File: config.mk
export PLATFORM = sky130hd
export DESIGN_NAME = csu_queue
export DESIGN_NICKNAME = d
export VERILOG_FILES = /design/src/sv/csu_pkg.sv /design/src/sv/csu_queue.sv
export SDC_FILE = /design/constraint.sdc
export NUM_CORES = 1
export LEC_CHECK = 0
export CORE_UTILIZATION = 60
export CTS_CLUSTER_DIAMETER = 200
export DETAILED_ROUTE_END_ITERATION = 12
export DONT_BUFFER_PORTS = 1
export PLACE_DENSITY = 0.78
export SLEW_MARGIN = 20
export SYNTH_ARGS = -nofsm -noshare
export SYNTH_HDL_FRONTEND = slang
export SYNTH_SLANG_ARGS = --single-unit
File: constraint.sdc
create_clock -name clk_i -period 15.4 [get_ports clk_i]
set_input_delay 0.77 -clock clk_i [delete_from_list [all_inputs] [get_ports clk_i]]
set_output_delay 0.77 -clock clk_i [all_outputs]
set_load 0.05 [all_outputs]
File: src/sv/csu_pkg.sv
package csu_pkg;

  // Accumulator width for the dot product and both squared norms
  localparam int AccBits = 41;

  // Width of the similarity result, signed Q1.15
  localparam int SimBits = 16;

  // Finished sums of one vector pair, handed from front to back
  typedef struct packed {
    logic signed [AccBits-1:0] dot;
    logic        [AccBits-1:0] norm_a;
    logic        [AccBits-1:0] norm_b;
  } sums_t;

  // Queue fill status seen by both sides
  typedef struct packed {
    logic full;
    logic empty;
  } q_status_t;

endpackage

File: src/sv/csu_queue.sv
module csu_queue (
  input  logic               clk_i,
  input  logic               rst_ni,
  input  logic               push_i,
  input  csu_pkg::sums_t     push_data_i,
  input  logic               pop_i,
  output csu_pkg::sums_t     pop_data_o,
  output csu_pkg::q_status_t status_o
);

  localparam int Depth   = 2;
  localparam int PtrBits = $clog2(Depth);
  localparam int CntBits = $clog2(Depth + 1);

  csu_pkg::sums_t       entries_q [Depth];
  logic [PtrBits-1:0]   wr_ptr_q, rd_ptr_q;
  logic [CntBits-1:0]   cnt_q;

  // Pointer and fill count
  always_ff @(posedge clk_i or negedge rst_ni) begin
    if (!rst_ni) begin
      wr_ptr_q <= '0;
      rd_ptr_q <= '0;
      cnt_q    <= '0;
    end else begin
      if (push_i) begin
        wr_ptr_q <= (wr_ptr_q == PtrBits'(Depth - 1)) ? '0 : wr_ptr_q + 1'b1;
      end
      if (pop_i) begin
        rd_ptr_q <= (rd_ptr_q == PtrBits'(Depth - 1)) ? '0 : rd_ptr_q + 1'b1;
      end
      cnt_q <= cnt_q + CntBits'(push_i) - CntBits'(pop_i);
    end
  end

  // Entry storage
  always_ff @(posedge clk_i) begin
    if (push_i) begin
      entries_q[wr_ptr_q] <= push_data_i;
    end
  end

  assign pop_data_o     = entries_q[rd_ptr_q];
  assign status_o.full  = (cnt_q == CntBits'(Depth));
  assign status_o.empty = (cnt_q == '0);

endmodule

==> key figures <==
Setup path
  – Startpoint Class: register
  – Cell Chain, Critical Path: buf_4 > mux2_2
  – Critical path buffers and inverters: 1
  – CP required: 14.63 ns
  – CP Class: reg2out
  – Critical Path Slowest Stage Cell: dfrtp_4
  – CP Capture Type: output pin
  – Arrival @ worst endpoint: between 3 and 4 ns
  – Critical-path maximum fanout: 65
  – Critical Path Max Stage Delay: 0.98 ns
  – Largest delay share family, worst path: flip-flops

Clock tree
  – Clk_lat worst skew: around 0.51 ns
  – CTS tree: built
  – Total CTS buffers: 25
  – CTS Buffer Depth: 3
  – H-tree levels: 1
  – CTS root buf: clkbuf_16
  – CTS sink cnt: 250
  – Clock transition at path regs: approximately 0.06 ns
  – Post-CTS sizing: 0

Floorplanning
  – FP Rows: 45
  – Core area: 15200 um2
  – Die ar.: 16030 um2
  – Initial Utilization: between 60% and 70%
  – DIE WIDTH: 126.6 um
  – Die height: 126.6 um
  – Io pins: 252

Logic synthesis
  – Post-Syn Instances: just under 400
  – Synth unique cells: 13
  – Sequential element share of the synthesized area: about four fifths
  – Post-synthesis register bit count: between 200 and 300
  – Mapped Area: 9314 um2
  – Syn_nets: 527
  – Average size of a mapped cell: between 20 and 25 um2
  – Yosys warning count: 0

Drt
  – Top routing layer used: met4
  – Vias after detailed routing: between 3000 and 4000
  – WL/cell: 24.14 um
  – Final wirelength: between 10 and 15 mm
  – ANT nets after route: 0
  – Starting DRT DRC Count: 224
  – Drc violations: 0
  – Routed wl met2: ~7.6 mm
  – Met1 WL: 5.237 mm
  – Pre-Repair DR Iteration Count: 4
  – Met3 routed WL: 1.962 mm
  – Via/cell ratio: 5.845

Global route
  – Pin count of the biggest net entering global routing: 83
  – GR Util All Layers: 18.36%
  – Global-route wire length before repair: 22.00 mm
  – Number of global-route vias before repair: 3921
  – Initial antenna violation count: 0
  – Global route total overflow: 0

Place
  – DP HPWL: 9.689 mm
  – Cell Area, Placed: 9473 um2
  – Number of port buffers: 0
  – Gpl congestion: 0.7534

Power and ir drop
  – PwrDens: 234.6 nW/um2
  – LEAKAGE: 3.537 nW
  – Peak VDD IR: 0.1467 mV

Final layout
  – Design area: around 10000 um2
  – Most frequent cells in the layout: edfxtp_1 (246), mux2_2 (63), mux2_4 (60), clkbuf_16 (25)
  – Ant. Diodes: 0
  – Multi-input logic area: 1709 um2
  – Share of cells above drive strength 1: 37.41%
  – # fillers: approximately 940
  – Register area: 7491 um2
  – Most common cell after layout, fill and taps aside: edfxtp_1
  – Final net count: 545
  – Area delta synth->final: 9.431%

Job
  – Max cap viols: 0

STA
  – Pins Over Slew Limit: 0
  – Relative slew slack: 26.53%
  – Least-Margin Pin Slew: 1.102 ns
  – Fin Clk Skew: 0.009078 ns
  – Tcrit/Tclk final: 25.12%
  – Setup violators final: 0
  – Minimum clock period after layout: 3.869 ns
  – Fmax: 258.5 MHz
  – Fin Setup TNS: 0 ns
  – Final hold vios: 0
  – RSZ-0062 raised after global routing: no

Hold path
  – Hold WC Path Type: in2reg

Status
  – Status: complete, no violations
## flip-flops by register name (all words and copies together) (netlist names)
signal / flops
cnt_q: 2
entries_q: 246
rd_ptr_q: 1
wr_ptr_q: 1
## timing repair
item	CTS	global route
hold buffers	1	0
endpoints found under the hold margin	4	0
setup buffers	0	0
## stage by stage
| stage | hold WS, ns | utilization (%) | std cells | power [mW] | setup WS [ns] |
|---|---|---|---|---|---|
| 6_report | 0.3379 | 67.05 | 621 | 2.391 | 11.53 |
| 5_1_grt | 0.3152 | 67.05 | 621 | 2.468 | 11.39 |
| 4_1_cts | 0.3127 | 67.05 | 621 | 2.416 | 11.51 |
| 3_5_place_dp | 0.4747 | 62.31 | 576 | 1.890 | 12.08 |
| 3_3_place_gp | 0.4747 | 62.31 | 576 | 1.871 | 12.12 |
| 2_1_floorplan | 0.4531 | - | 398 | 1.838 | 8.674 |
## Yosys cell counts (all sizes together)
| cell | instances | area, um2 |
|---|---|---|
| nor2 | 1 | 3.750 |
| xor2 | 2 | 17.52 |
| ha | 2 | 25.02 |
| dfrtp | 4 | 100.1 |
| inv | 2 | 7.510 |
| nor2b | 2 | 12.51 |
| mux2 | 123 | 1610 |
| edfxtp | 246 | 7387 |
| buf | 14 | 120.1 |
| xor3 | 1 | 23.77 |
| and2 | 1 | 6.260 |
## final timing paths
kind / from / end / slack, ns / cells past startpoint
worst min register to register: wr_ptr_q / wr_ptr_q / 0.55 / 1
worst min-delay path: pop_i / rd_ptr_q / 0.34 / 1
min in group asynchronous: rst_ni / cnt_q[0] / 0.54 / 1
worst max register to register: wr_ptr_q / entries_q[1][37] / 13.06 / 2
max in group asynchronous: rst_ni / rd_ptr_q / 14.66 / 1
worst max-delay path: rd_ptr_q / pop_data_o[31] / 11.53 / 2
## cell families (layout without fill, tap and decap cells)
kind of cell	count (synthesis)	count (layout)	share of synthesized area (%)
buf+inv	16	51	1.370
simple gates	4	4	0.2418
xor+xnor	3	3	0.4433
mux	123	123	17.29
flops	250	250	80.39
fa+ha+maj	2	2	0.2686
## where the power goes
| group | total [mW] | internal (mW) | switching (mW) |
|---|---|---|---|
| sequential | 0.970 | 0.906 | 0.0644 |
| clock | 0.522 | 0.297 | 0.226 |
| combinational | 0.898 | 0.223 | 0.675 |
## routing by layer
| layer | vias to the layer above | GRT usage, % |
|---|---|---|
| li1 | 1615 | - |
| met1 | 1797 | 19.51 |
| met2 | 196 | 31.82 |
| met3 | 22 | 9.321 |
| met4 | 0 | 5.741 |
| met5 | - | 0 |
## cell type report
class | count | area share [%]
repair buffers | 5 | 0.3928
clock buffers | 31 | 6.359
flip-flops and latches | 250 | 73.50
clock inverters | 13 | 0.6015
inverters | 2 | 0.07366
multi-input cells | 132 | 16.77
well taps | 188 | 2.308
(Power assumes the default switching activity.)
