File: config.mk
export PLATFORM = sky130hd
export DESIGN_NAME = csu_front
export DESIGN_NICKNAME = d
export VERILOG_FILES = /design/src/sv/csu_pkg.sv /design/src/sv/csu_front.sv
export SDC_FILE = /design/constraint.sdc
export NUM_CORES = 2
export LEC_CHECK = 0
export BUFFER_PORTS_ARGS = -buffer_cell sky130_fd_sc_hd__buf_2
export CORE_UTILIZATION = 65
export CTS_CLUSTER_SIZE = 24
export DETAILED_ROUTE_END_ITERATION = 12
export PLACE_DENSITY = 0.93
export SLEW_MARGIN = 10
export SYNTH_ARGS = -nofsm -noshare
export SYNTH_HDL_FRONTEND = slang
export SYNTH_SLANG_ARGS = --single-unit
File: constraint.sdc
create_clock -name clk_i -period 5 [get_ports clk_i]
set_input_delay 0.75 -clock clk_i [delete_from_list [all_inputs] [get_ports clk_i]]
set_output_delay 0.75 -clock clk_i [all_outputs]
set_load 0.01 [all_outputs]
File: src/sv/csu_pkg.sv
package csu_pkg;

  // Accumulator width for the dot product and both squared norms
  localparam int AccBits = 41;

  // Width of the similarity result, signed Q1.15
  localparam int SimBits = 16;

  // Finished sums of one vector pair, handed from front to back
  typedef struct packed {
    logic signed [AccBits-1:0] dot;
    logic        [AccBits-1:0] norm_a;
    logic        [AccBits-1:0] norm_b;
  } sums_t;

  // Queue fill status seen by both sides
  typedef struct packed {
    logic full;
    logic empty;
  } q_status_t;

endpackage

File: src/sv/csu_front.sv
module csu_front #(
  parameter int ELEMENT_BITS = 16
) (
  input  logic                            clk_i,
  input  logic                            rst_ni,
  input  logic                            in_valid_i,
  output logic                            in_stall_o,
  input  logic signed [ELEMENT_BITS-1:0]  a_value_i,
  input  logic signed [ELEMENT_BITS-1:0]  b_value_i,
  input  logic                            last_i,
  input  csu_pkg::q_status_t              q_stat_i,
  output logic                            push_o,
  output csu_pkg::sums_t                  push_data_o
);

  localparam int ProdBits = 2 * ELEMENT_BITS;
  localparam int SumBits  =
    ((ProdBits > csu_pkg::AccBits) ? ProdBits : csu_pkg::AccBits) + 2;
  localparam logic signed [SumBits-1:0] DotMax =
    SumBits'((64'sd1 <<< (csu_pkg::AccBits - 1)) - 64'sd1);
  localparam logic signed [SumBits-1:0] DotMin =
    SumBits'(-(64'sd1 <<< (csu_pkg::AccBits - 1)));
  localparam logic [SumBits-1:0] NormMax =
    SumBits'((64'd1 << csu_pkg::AccBits) - 64'd1);

  logic                             prod_vld_q, prod_vld_d;
  logic                             prod_last_q;
  logic signed [ProdBits-1:0]       dot_prod_q, dot_prod_c;
  logic signed [ProdBits-1:0]       sq_a_c, sq_b_c;
  logic        [ProdBits-1:0]       sq_a_q, sq_b_q;
  logic signed [csu_pkg::AccBits-1:0] dot_q;
  logic        [csu_pkg::AccBits-1:0] na_q, nb_q;
  logic signed [SumBits-1:0]        dot_sum;
  logic        [SumBits-1:0]        na_sum, nb_sum;
  csu_pkg::sums_t                   new_sums;
  logic                             hold, take, adv;

  // A final item waiting on a full queue blocks the input
  assign hold       = prod_vld_q & prod_last_q & q_stat_i.full;
  assign in_stall_o = hold;
  assign take       = in_valid_i & ~hold;
  assign adv        = prod_vld_q & ~hold;

  // Products of the incoming pair
  assign dot_prod_c = a_value_i * b_value_i;
  assign sq_a_c     = a_value_i * a_value_i;
  assign sq_b_c     = b_value_i * b_value_i;

  assign prod_vld_d = take | (prod_vld_q & hold);

  always_ff @(posedge clk_i or negedge rst_ni) begin
    if (!rst_ni) begin
      prod_vld_q <= 1'b0;
    end else begin
      prod_vld_q <= prod_vld_d;
    end
  end

  always_ff @(posedge clk_i) begin
    if (take) begin
      prod_last_q <= last_i;
      dot_prod_q  <= dot_prod_c;
      sq_a_q      <= unsigned'(sq_a_c);
      sq_b_q      <= unsigned'(sq_b_c);
    end
  end

  // Saturating accumulation
  assign dot_sum = SumBits'(dot_q) + SumBits'(dot_prod_q);
  assign na_sum  = SumBits'(na_q) + SumBits'(sq_a_q);
  assign nb_sum  = SumBits'(nb_q) + SumBits'(sq_b_q);

  always_comb begin
    priority if (dot_sum > DotMax) begin
      new_sums.dot = DotMax[csu_pkg::AccBits-1:0];
    end else if (dot_sum < DotMin) begin
      new_sums.dot = DotMin[csu_pkg::AccBits-1:0];
    end else begin
      new_sums.dot = dot_sum[csu_pkg::AccBits-1:0];
    end
    new_sums.norm_a = (na_sum > NormMax) ? NormMax[csu_pkg::AccBits-1:0]
                                         : na_sum[csu_pkg::AccBits-1:0];
    new_sums.norm_b = (nb_sum > NormMax) ? NormMax[csu_pkg::AccBits-1:0]
                                         : nb_sum[csu_pkg::AccBits-1:0];
  end

  assign push_o      = adv & prod_last_q;
  assign push_data_o = new_sums;

  // Accumulators clear once a vector's sums go to the queue
  always_ff @(posedge clk_i or negedge rst_ni) begin
    if (!rst_ni) begin
      dot_q <= '0;
      na_q  <= '0;
      nb_q  <= '0;
    end else if (adv) begin
      if (prod_last_q) begin
        dot_q <= '0;
        na_q  <= '0;
        nb_q  <= '0;
      end else begin
        dot_q <= new_sums.dot;
        na_q  <= new_sums.norm_a;
        nb_q  <= new_sums.norm_b;
      end
    end
  end

endmodule

==> results of run 1 <==
per-stage QoR:
stage	TNS (ns)	util [%]	setup slack, ns	instance area [um2]
after floorplan	-46.55	-	-1.33	43100
after global placement	-71.61	75.6	-1.47	48000
after detailed placement	-93.10	75.6	-1.85	48000
after CTS	-39.76	80.0	-1.07	50800
logic make-up after synthesis:
kind of cell	synth area share [%]
adder cells (fa/ha/maj)	46.0
flip-flops	14.2
XOR/XNOR	4.47
AND/OR/NAND/NOR	12.9
AO/OA/AOI/OAI	11.8
buffers and inverters	10.3
multiplexers	0.334
layer usage:
layer | GRT usage (%) | GRT overflow
met1 | 71.3 | 1
met2 | 86.7 | 50
met3 | 68.6 | 4
met4 | 72.5 | 34
met5 | 40.9 | 0
repair_timing:
action | CTS
pin swaps | 146
endpoints found under the setup margin | 108
buffers inserted | 74
resized for setup | 353
cloned | 2
==> reports/metrics.csv, run 1 <==
metric,value,unit
synth_ff_type,dfrtp_1,
dp_hpwl,106000,um
synth_cells,4573,
cts_made_buffers,25,
status,aborted with a tool error,
dp_cells,5934,
async_flop_share,56.6,%
grt_pass1_vias,52802,
synthTopCellsByCount,"inv_1 (949), fa_1 (730), nand2_1 (471), ha_1 (369), nor2_1 (230)",
synth_top_area_share,34.9,%
seq_area_frac_synth,14.2,%
clock-sinks,219,
grt_util_all_layers,74.4,%
io_buffer_count,161,
rows,92,
syn-num-nets,5710,
ys_types,87,
clock-root-buffer,clkbuf_16,
stop_stage,global routing (5_1_grt),
avgSynthCellArea,9.17,um2
die_h,256,um
synth_edf_count,95,
io-pin-count,163,
clk_path_buf_depth,3,
yosysMostFrequentCell,inv_1,
cts_hold_buffers,0,
htree_levels,1,
ys_ff_latch,219,
synth_area,41900,um2
grt_pass1_wl,353000,um
grt_max_degree,73,
synth_warnings,0,
grt_remaining_overflow,89,
die_x,256,um
start_util,66.1,%
yosys.area.top_type,fa_1,
place.gp.congestion,0.996,
ys_top_cells_by_area,"fa_1 (35%), ha_1 (11%), inv_1 (8.5%)",
error_message,[ERROR GRT-0116] Global routing finished with congestion. Check the congestion regions in the DRC Viewer.,
==> run 2: changes to the inputs <==
- CORE_UTILIZATION: 65 -> 40
- CTS_CLUSTER_SIZE: 24 -> default
- PLACE_DENSITY: 0.93 -> default
- PLACE_DENSITY_LB_ADDON: default -> 0.15
==> reports/metrics.csv, run 2 <==
metric,value,unit,change
io_buffer_count,161,,unchanged
maxCapViolCount,0,,
die_area,106000,um2,
grt_remaining_overflow,0,,
start_util,40.4,%,was 66.1%
max_stage_delay,0.58,ns,
route.detailed.drc,0,,
crit_slowest_cell,fa_2,,
syn2layout_area_growth,25.6,%,
relSlewSlack,43.2,%,
totalWireLength,111000,um,
timing.critical_path.to_type,register,,
io-pin-count,163,,unchanged
seqCellArea,5960,um2,
synth_top_area_share,34.9,%,unchanged
fin_ws,-0.854,ns,
grt_pass1_vias,34595,,
yosysMostFrequentCell,inv_1,,unchanged
core,104000,um2,
fmax,171,MHz,
ys_ff_latch,219,,unchanged
htree_levels,1,,unchanged
finalHoldViolations,0,,
worst_slew_pin_slew,0.852,ns,
grt_pass1_wl,182000,um,
clock_skew,0.0199,ns,
grt_max_degree,66,,
ys_types,87,,unchanged
synth_ff_type,dfrtp_1,,unchanged
antenna_found_initial,2,,
yosys.area.top_type,fa_1,,unchanged
arrival,6.21,ns,
syn-num-nets,5710,,unchanged
fin_area,52600,um2,
place.gp.congestion,0.876,,was 0.996
num-fill-cells,9845,,
grt_setup_unrepaired,true,,
clkLatencyLatePin,0.60,ns,
vias,32959,,
clock-root-buffer,clkbuf_16,,unchanged
drive_gt1_share,24.0,%,
whs,0.116,ns,
firstDrtPassIters,5,,
cts_made_buffers,29,,was 25
nNetsFinal,6380,,
ant_nets,0,,
period_share,117,%,
cts_tree,built,,
async_flop_share,56.6,%,unchanged
top_regs,"dot_q x41, na_q x41, nb_q x41",,
seq_area_frac_synth,14.2,%,unchanged
path_clk_slew,0.06,ns,
worst_path_most_repeated_cell,fa_2,,
rows,118,,was 92
multi_input_area,33300,um2,
crit_chain,buf_12 -> buf_12 -> and2_4 -> fa_1 -> inv_2 -> fa_2 -> fa_2 -> fa_2 -> inv_2 -> fa_2 -> fa_2 -> ha_4 -> nand3_2 -> or3_4 -> o21a_1 -> o31a_1 -> a211oi_2 -> a21oi_2 -> buf_4 -> xnor2_2,,
drv_slew,0,,
ys_top_cells_by_area,"fa_1 (35%), ha_1 (11%), inv_1 (8.5%)",,unchanged
period_needed,5.85,ns,
placed_cell_area,49100,um2,was 48000 um2
avgSynthCellArea,9.17,um2,unchanged
grt_util_all_layers,21.1,%,
synthTopCellsByCount,"inv_1 (949), fa_1 (730), nand2_1 (471), ha_1 (369), nor2_1 (230)",,unchanged
crit_type,input port to register,,
synth_warnings,0,,unchanged
worstPathRequired,5.36,ns,
hold_path_class,input port to async pin,,
dp_hpwl,91400,um,was 106000 um
routed_via_density,4.96,,
synth_edf_count,95,,unchanged
clock-sinks,219,,unchanged
setup_viol,56,,
layout_commonest_cell,inv_1,,
clk_path_buf_depth,3,,unchanged
die_h,326,um,was 256 um
start_kind,input port,,
drt_iter0_drc,1696,,
final_cell_mix,"inv_1 (902), fa_1 (696), buf_4 (543), nand2_1 (434), ha_1 (330)",,
die_x,326,um,was 256 um
violations,negative setup slack,,
synth_area,41900,um2,unchanged
synth_cells,4573,,unchanged
status,"finished, violations left",,was aborted with a tool error
path_max_fanout,6,,
wl_per_cell,16.7,um,
==> run 2: cell counts after synthesis <==
Identical to the previous run, type by type.
==> run 2: per-layer routing <==
metal  part of all wire, %  global-route usage [%]
met5                     0                       0
met4                   1.6                    3.69
met3                   3.4                    1.65
met2                    49                    36.6
met1                    46                    29.2
==> run 2: worst max-delay path: cells and delay by family <==
family                     cells  cell delay, ns
adders and majority gates      7            3.42
AOI/OAI and AO/OA              4            0.81
and+or+nand+nor                3            0.62
buffers and inverters          5            0.48
xor gates and xnor gates       1            0.11
==> run 2: kinds of logic after synthesis <==
group / Yosys count / share of synthesized area (%)
and+or+nand+nor: 1148 / 12.9
buffers and inverters: 1139 / 10.3
adders and majority gates: 1104 / 46.0
AOI/OAI and AO/OA: 737 / 11.8
DFF: 219 / 14.2
xor gates and xnor gates: 213 / 4.47
muxes: 13 / 0.334
==> run 2: stage by stage <==
stage	TNS [ns]	worst slack [ns]	utilization (%)	instances
finish	-27.07	-0.854	50.8	6649
CTS	-24.74	-0.789	49.6	6607
detailed placement	-80.59	-1.58	47.4	6511
global route	-34.52	-0.972	50.8	6646
global placement	-78.92	-1.54	47.4	6511
floorplan	-46.55	-1.33	-	4573
==> run 2: layout make-up <==
| class | instances | share of cell area (%) |
|---|---|---|
| Timing Repair Buffer | 821 | 13.3 |
| Clock buffer | 42 | 1.59 |
| Multi-Input combinational cell | 3215 | 63.3 |
| Tap cell | 1380 | 3.28 |
| Inverter | 957 | 6.92 |
| Antenna cell | 3 | 0.0143 |
| Sequential cell | 219 | 11.3 |
| Clock inverter | 12 | 0.295 |
==> run 2: worst paths after layout <==
| kind | from | endpoint | slack, ns | depth (start not counted) |
|---|---|---|---|---|
| min | rst_ni | na_q[1] | 0.12 | 1 |
| min reg2reg | dot_q[4] | dot_q[4] | 0.49 | 2 |
| max reg2reg | dot_prod_q[0] | dot_q[11] | 1.00 | 15 |
| max | b_value_i[2] | sq_b_q[28] | -0.85 | 20 |
| max in group asynchronous | rst_ni | dot_q[19] | 3.88 | 2 |
| min in group clk_i | last_i | prod_last_q | 0.32 | 1 |
==> run 2: what timing repair did <==
item,in CTS,in global routing
gates resized for setup,253,221
buffers inserted,44,43
setup endpoints to repair,103,102
cloned,2,6
pin swaps,127,152
hold buffers,0,0
Power of run 2 is left out: the tool's default activity adds up to more than one toggle a clock period on the data nets, which glitch-free logic cannot reach.
