### config.mk
export PLATFORM = sky130hd
export DESIGN_NAME = csu_back
export DESIGN_NICKNAME = d
export VERILOG_FILES = /design/src/sv/csu_pkg.sv /design/src/sv/csu_back.sv
export SDC_FILE = /design/constraint.sdc
export NUM_CORES = 2
export LEC_CHECK = 0
export ABC_AREA = 1
export BUFFER_PORTS_ARGS = -buffer_cell sky130_fd_sc_hd__clkbuf_2
export CORE_UTILIZATION = 45
export CTS_CLUSTER_DIAMETER = 200
export DETAILED_ROUTE_END_ITERATION = 7
export HOLD_SLACK_MARGIN = 0.05
export PLACE_DENSITY = 0.67
export SYNTH_ARGS = -nofsm -noshare
export SYNTH_HDL_FRONTEND = slang
export SYNTH_SLANG_ARGS = --single-unit
### constraint.sdc
create_clock -name clk_i -period 15.15 [get_ports clk_i]
set_clock_uncertainty 0.2 [all_clocks]
set_input_delay 0 -clock clk_i [delete_from_list [all_inputs] [get_ports clk_i]]
set_output_delay 0 -clock clk_i [all_outputs]
set_load 0.05 [all_outputs]
### src/sv/csu_pkg.sv
package csu_pkg;

  // Accumulator width for the dot product and both squared norms
  localparam int AccBits = 41;

  // Width of the similarity result, signed Q1.15
  localparam int SimBits = 16;

  // Finished sums of one vector pair, handed from front to back
  typedef struct packed {
    logic signed [AccBits-1:0] dot;
    logic        [AccBits-1:0] norm_a;
    logic        [AccBits-1:0] norm_b;
  } sums_t;

  // Queue fill status seen by both sides
  typedef struct packed {
    logic full;
    logic empty;
  } q_status_t;

endpackage

### src/sv/csu_back.sv
module csu_back (
  input  logic                               clk_i,
  input  logic                               rst_ni,
  input  csu_pkg::q_status_t                 q_stat_i,
  output logic                               pop_o,
  input  csu_pkg::sums_t                     pop_data_i,
  output logic                               out_valid_o,
  input  logic                               out_stall_i,
  output logic signed [csu_pkg::SimBits-1:0] similarity_o,
  output logic                               zero_norm_o
);

  localparam int AccBits  = csu_pkg::AccBits;
  localparam int QBits    = csu_pkg::SimBits;
  localparam int CntBits  = $clog2(QBits);
  localparam int MulHalf  = (AccBits + 1) / 2;
  localparam int MulBits  = 2 * MulHalf;
  localparam int ProdW    = 2 * MulBits;
  localparam int SrchBits = 2 * AccBits + 2 * QBits + 3;
  localparam logic [QBits-1:0] SimPosMax = {1'b0, {(QBits-1){1'b1}}};

  typedef enum logic [4:0] {
    StIdle = 5'b00001,
    StMulP = 5'b00010,
    StMulD = 5'b00100,
    StSrch = 5'b01000,
    StDone = 5'b10000
  } state_e;

  state_e                       state_q, state_d;
  logic [CntBits-1:0]           cnt_q, cnt_d;
  logic                         neg_q, neg_d;
  logic [AccBits-1:0]           mag_q, mag_d;
  logic [MulBits-1:0]           mul_x_q, mul_x_d, mul_y_q, mul_y_d;
  logic [ProdW-1:0]             acc_q, acc_d;
  logic signed [SrchBits-1:0]   x_q, x_d, z_q, z_d, pa_q, pa_d, r_q, r_d;
  logic [QBits-1:0]             q_q, q_d;
  logic [QBits-1:0]             res_sim_q, res_sim_d;
  logic                         res_zero_q, res_zero_d;
  logic                         out_vld_q, out_vld_d;
  logic [QBits-1:0]             out_sim_q, out_sim_d;
  logic                         out_zero_q, out_zero_d;

  logic [MulHalf-1:0]           mx, my;
  logic [MulBits-1:0]           pp;
  logic [ProdW-1:0]             pp_sh, acc_next;
  logic                         mul_last;
  logic signed [SrchBits-1:0]   p_ext, x_t, z_up, z_keep;
  logic                         accept;
  logic [QBits-1:0]             q_trial, q_fin;
  logic [AccBits-1:0]           dot_bits, mag_c;
  logic                         zero_norm_c;

  // Shared multiplier: one 21x21 partial product per cycle, four per product
  assign mx = cnt_q[1] ? mul_x_q[MulBits-1:MulHalf] : mul_x_q[MulHalf-1:0];
  assign my = cnt_q[0] ? mul_y_q[MulBits-1:MulHalf] : mul_y_q[MulHalf-1:0];
  assign pp = mx * my;

  always_comb begin
    unique case (cnt_q[1:0])
      2'b00:        pp_sh = ProdW'(pp);
      2'b01, 2'b10: pp_sh = ProdW'(pp) << MulHalf;
      default:      pp_sh = ProdW'(pp) << MulBits;
    endcase
  end

  assign acc_next = acc_q + pp_sh;
  assign mul_last = (cnt_q[1:0] == 2'b11);
  assign p_ext    = $signed({{(SrchBits-2*AccBits){1'b0}}, acc_next[2*AccBits-1:0]});

  // Search step: X = k^2*P, Z = k*P scaled, Pa = P scaled, with k = 2q-1
  assign x_t     = x_q + z_q + pa_q;
  assign accept  = ~q_q[QBits-1] & (x_t <= r_q);
  assign q_trial = q_q | (QBits'(1) << cnt_q);
  assign z_up    = (z_q + (pa_q <<< 1)) >>> 1;
  assign z_keep  = z_q >>> 1;
  assign q_fin   = accept ? q_trial : q_q;

  // Head of queue classification
  assign dot_bits    = pop_data_i.dot;
  assign mag_c       = dot_bits[AccBits-1] ? (~dot_bits + 1'b1) : dot_bits;
  assign zero_norm_c = (pop_data_i.norm_a == '0) | (pop_data_i.norm_b == '0);

  assign pop_o = (state_q == StIdle) & ~q_stat_i.empty;

  always_comb begin
    state_d    = state_q;
    cnt_d      = cnt_q;
    neg_d      = neg_q;
    mag_d      = mag_q;
    mul_x_d    = mul_x_q;
    mul_y_d    = mul_y_q;
    acc_d      = acc_q;
    x_d        = x_q;
    z_d        = z_q;
    pa_d       = pa_q;
    r_d        = r_q;
    q_d        = q_q;
    res_sim_d  = res_sim_q;
    res_zero_d = res_zero_q;
    out_vld_d  = out_vld_q & out_stall_i;
    out_sim_d  = out_sim_q;
    out_zero_d = out_zero_q;

    unique case (state_q)
      StIdle: begin
        if (!q_stat_i.empty) begin
          neg_d = dot_bits[AccBits-1];
          mag_d = mag_c;
          if (zero_norm_c) begin
            res_sim_d  = '0;
            res_zero_d = 1'b1;
            state_d    = StDone;
          end else if (dot_bits == '0) begin
            res_sim_d  = '0;
            res_zero_d = 1'b0;
            state_d    = StDone;
          end else begin
            mul_x_d = MulBits'(pop_data_i.norm_a);
            mul_y_d = MulBits'(pop_data_i.norm_b);
            acc_d   = '0;
            cnt_d   = '0;
            state_d = StMulP;
          end
        end
      end
      StMulP: begin
        acc_d = acc_next;
        cnt_d = cnt_q + 1'b1;
        if (mul_last) begin
          // P = normA * normB, start point q = 0
          x_d     = p_ext;
          z_d     = -(p_ext <<< (QBits + 1));
          pa_d    = p_ext <<< (2 * QBits);
          mul_x_d = MulBits'(mag_q);
          mul_y_d = MulBits'(mag_q);
          acc_d   = '0;
          cnt_d   = '0;
          state_d = StMulD;
        end
      end
      StMulD: begin
        acc_d = acc_next;
        cnt_d = cnt_q + 1'b1;
        if (mul_last) begin
          r_d     = p_ext <<< (2 * QBits);
          q_d     = '0;
          cnt_d   = CntBits'(QBits - 1);
          state_d = StSrch;
        end
      end
      StSrch: begin
        pa_d = pa_q >>> 2;
        if (accept) begin
          x_d = x_t;
          q_d = q_trial;
          z_d = z_up;
        end else begin
          z_d = z_keep;
        end
        if (cnt_q == '0) begin
          if (neg_q) begin
            res_sim_d = ~q_fin + 1'b1;
          end else begin
            res_sim_d = q_fin[QBits-1] ? SimPosMax : q_fin;
          end
          res_zero_d = 1'b0;
          state_d    = StDone;
        end else begin
          cnt_d = cnt_q - 1'b1;
        end
      end
      StDone: begin
        if (!out_vld_q || !out_stall_i) begin
          out_vld_d  = 1'b1;
          out_sim_d  = res_sim_q;
          out_zero_d = res_zero_q;
          state_d    = StIdle;
        end
      end
      default: begin
        state_d = StIdle;
      end
    endcase
  end

  // Control state
  always_ff @(posedge clk_i or negedge rst_ni) begin
    if (!rst_ni) begin
      state_q   <= StIdle;
      cnt_q     <= '0;
      out_vld_q <= 1'b0;
    end else begin
      state_q   <= state_d;
      cnt_q     <= cnt_d;
      out_vld_q <= out_vld_d;
    end
  end

  // Datapath registers
  always_ff @(posedge clk_i) begin
    neg_q      <= neg_d;
    mag_q      <= mag_d;
    mul_x_q    <= mul_x_d;
    mul_y_q    <= mul_y_d;
    acc_q      <= acc_d;
    x_q        <= x_d;
    z_q        <= z_d;
    pa_q       <= pa_d;
    r_q        <= r_d;
    q_q        <= q_d;
    res_sim_q  <= res_sim_d;
    res_zero_q <= res_zero_d;
    out_sim_q  <= out_sim_d;
    out_zero_q <= out_zero_d;
  end

  assign out_valid_o  = out_vld_q;
  assign similarity_o = $signed(out_sim_q);
  assign zero_norm_o  = out_zero_q;

endmodule

==> summary.txt <==
Status = complete, but fails checks
Failing checks = DRC, capacitance limit
Simple-gate share of the synthesized area = 22.7%
Net Count, Synth = 10800
Main combinational cell family by area after synthesis = simple AND/OR/NAND/NOR gates
Yosys top cell area share = 28.2%
Drt first pass iters = 8
Gpl congestion = 1.07
Post-layout nets = 11300
Core Footprint = 161000 um^2
Largest fanout on the critical path = 24
WL/cell = 26.0 um
Maxcap violations = 1
Post-synthesis sequential area ratio = 28.5%
GR Overflow Total = 0
Inserted Clock Buffers = 88
Slew Viols, Final = 0
Synth Warn # = 0
Final setup TNS = 0 ns
Antenna violations before repair = 14
Detailed-route via count = 71300
Synthesized cell area = 73100 um^2
Via/cell ratio = 5.74
Fill cells = 15600
CTS Root Cell = clkbuf_16
CP delay by family, top = adder cells
Die Area = 164000 um^2
HP Class = primary input to flip-flop
WP data arrival = 14.18 ns
CTS Buffer Depth = 3
Final period util = 91.8%
Distinct cell type count after synthesis = 79
Htree depth = 3
Xor/xnor share of the synthesized area = 3.95%
Final wirelength = 323000 um
IO Pins = 147
Clock tree sinks = 696
Top cells by count, synth = nand2_1 (2017), inv_1 (1612), nor2_1 (1430)
Crit start category = flip-flop
RSZ-0062 raised after global routing = false
Cell accounting for the most synthesized area = edfxtp_1
DRC errors left = 17
Fmax = 71.9 MHz
CTS tree = done
FF+latch count, synth = 696
Min cycle time layout = 13.91 ns
Crit path largest cell delay = 1.18 ns
Main synth FF type = edfxtp_1
Post-detail-place hpwl = 263000 um
Most frequent cell after synthesis = nand2_1
Largest net degree at the start of global routing = 144
Adder-Cell Fraction of Synth Area = 22.5%
Post-CTS setup buffer count = 0
Buffers on Ports = 145
Worst r2r src = cnt_q[0]$_DFFE_PN0P_
Starting Density = 45.4%
Iteration-0 DRC Markers = 8360
Hold Path Origin = pop_data_i[81]
Worst path bufs/invs = 13
Mux cell area share after synthesis = 0%
Fraction of registers with async set or reset after synthesis = 1.44%
Slowest CP cell = o21ai_0
CTS-repair resized insts = 0
Die width = 405 um
First-pass GRT wire length = 464000 um
Share of cells above drive strength 1 = 7.19%
Number of flops mapped to enable cells by yosys = 686
Crit path launch = cnt_q[0]$_DFFE_PN0P_
Crit end category = flip-flop
# rows = 147
Die Ht = 405 um
Register clock-pin slew on the reported worst setup and hold paths = 0.06 ns
Largest cells by area after synthesis = edfxtp_1 (28%), fa_1 (13%), nand2_1 (10%)
Clk_lat worst skew = 0.76 ns
Layout area overhead = 14.4%
GRT Total Usage = 38.9%
Synthesized instance count = 9597
Vias in the first global route = 69100
Hold Buf Count CTS = 281
Worst-Margin Slew = 1.48 ns
Hold Vio Cnt, Final = 0
Post-route ant nets = 0
Mean area per synthesized cell = 7.61 um^2
Top cell by count, worst path = nand2_1
Final Setup Violations = 0
Kind of critical path = flip-flop to flip-flop
Synth Area in Compound Gates = 12.7%
Crit path required time = 15.42 ns
Relative max-transition margin = 0.572%
[kinds of logic after synthesis]
family          count (synthesis)
flops                         696
simple gates                 4064
buf+inv                      1857
xor+xnor                      326
compound gates               1623
fa+ha+maj                    1031
[layout make-up]
cell class,instances,area [um^2],area share (%)
sequential,696,20900,25.0
timing repair buffer,656,5330,6.38
antenna,16,40.0,0.0479
tap,2160,2700,3.23
multi-input combinational,7044,45300,54.2
clock inverter,58,732,0.876
clock buffer,105,2310,2.76
inverter,1679,6310,7.55
[state kept, by name, indices dropped and copies added, names as in the netlist]
register      flops
zero_norm_o       1
similarity_o     16
mag_q            41
state_q           5
z_q             117
x_q             117
acc_q            82
out_valid_o       1
pa_q            114
res_zero_q        1
mul_x_q          41
q_q              16
mul_y_q          41
neg_q             1
r_q              82
res_sim_q        16
cnt_q             4
[worst reg2reg max path, delay by kind of cell, from the launching register on]
| family | cells | cell delay, ns |
|---|---|---|
| AO/OA/AOI/OAI | 10 | 3.15 |
| XOR/XNOR | 1 | 0.61 |
| buffers and inverters | 13 | 1.79 |
| AND/OR/NAND/NOR | 24 | 3.04 |
| flip-flops | 1 | 0.40 |
| adder cells (fa/ha/maj) | 9 | 4.49 |
[stage by stage]
| step | util (%) | cell area (um^2) | hold WS (ns) | cells | setup slack [ns] |
|---|---|---|---|---|---|
| after floorplan | - | 73100 | -0.496 | 9597 | 2.96 |
| after global placement | 48.3 | 77700 | -0.302 | 12000 | 1.84 |
| after detailed placement | 48.3 | 77700 | -0.298 | 12000 | 1.83 |
| after CTS | 51.9 | 83500 | 0.0502 | 12400 | 1.76 |
| after global routing | 51.9 | 83500 | 0.0746 | 12400 | 0.689 |
| final | 51.9 | 83600 | 0.0819 | 12400 | 1.24 |
[cell usage in the layout (no fill, tap or decap), types with 13 or more instances in the layout]
cell type / n
a21boi_0: 15
fa_1: 475
diode_2: 16
nor3_1: 94
a21o_1: 38
a21oi_1: 655
dlygate4sd3_1: 281
inv_2: 49
o21ai_0: 420
o211ai_1: 65
a31oi_1: 92
clkinv_1: 28
xnor2_1: 138
nor2_2: 19
o21ai_1: 75
clkbuf_2: 145
nor4_1: 52
clkbuf_1: 13
o21bai_1: 29
or2_2: 58
edfxtp_1: 686
nand2_1: 2016
ha_1: 556
xor2_1: 184
o31ai_1: 19
nand4_1: 69
nand3_1: 249
o22ai_1: 43
buf_4: 225
a21oi_2: 13
o21a_1: 55
o221ai_1: 15
nor2_1: 1426
clkbuf_16: 88
inv_1: 1611
[final timing paths]
kind | slack (ns) | cells after the start | to
max | 1.24 | 57 | z_q[94]$_DFFE_PP_
min | 0.08 | 4 | mul_x_q[40]$_DFFE_PP_
max reg2reg | 1.24 | 57 | z_q[94]$_DFFE_PP_
min reg2reg | 0.22 | 0 | similarity_o[9]$_DFFE_PP_
max in group asynchronous | 14.22 | 3 | cnt_q[1]$_DFFE_PN0P_
min in group asynchronous | 0.13 | 3 | cnt_q[3]$_DFFE_PN0P_
[metal layers]
| layer | GRT usage [%] | up-vias | routed length, um |
|---|---|---|---|
| met1 | 52.6 | 34200 | 134000 |
| met2 | 57.9 | 3828 | 138000 |
| met4 | 18.8 | 8 | 18300 |
| li1 | - | 32300 | - |
| met3 | 9.77 | 900 | 32600 |
| met5 | 0.0595 | - | 92 |
Power is not shown: default switching activity piles up to over one toggle a cycle in this logic, so the estimate is an artifact.
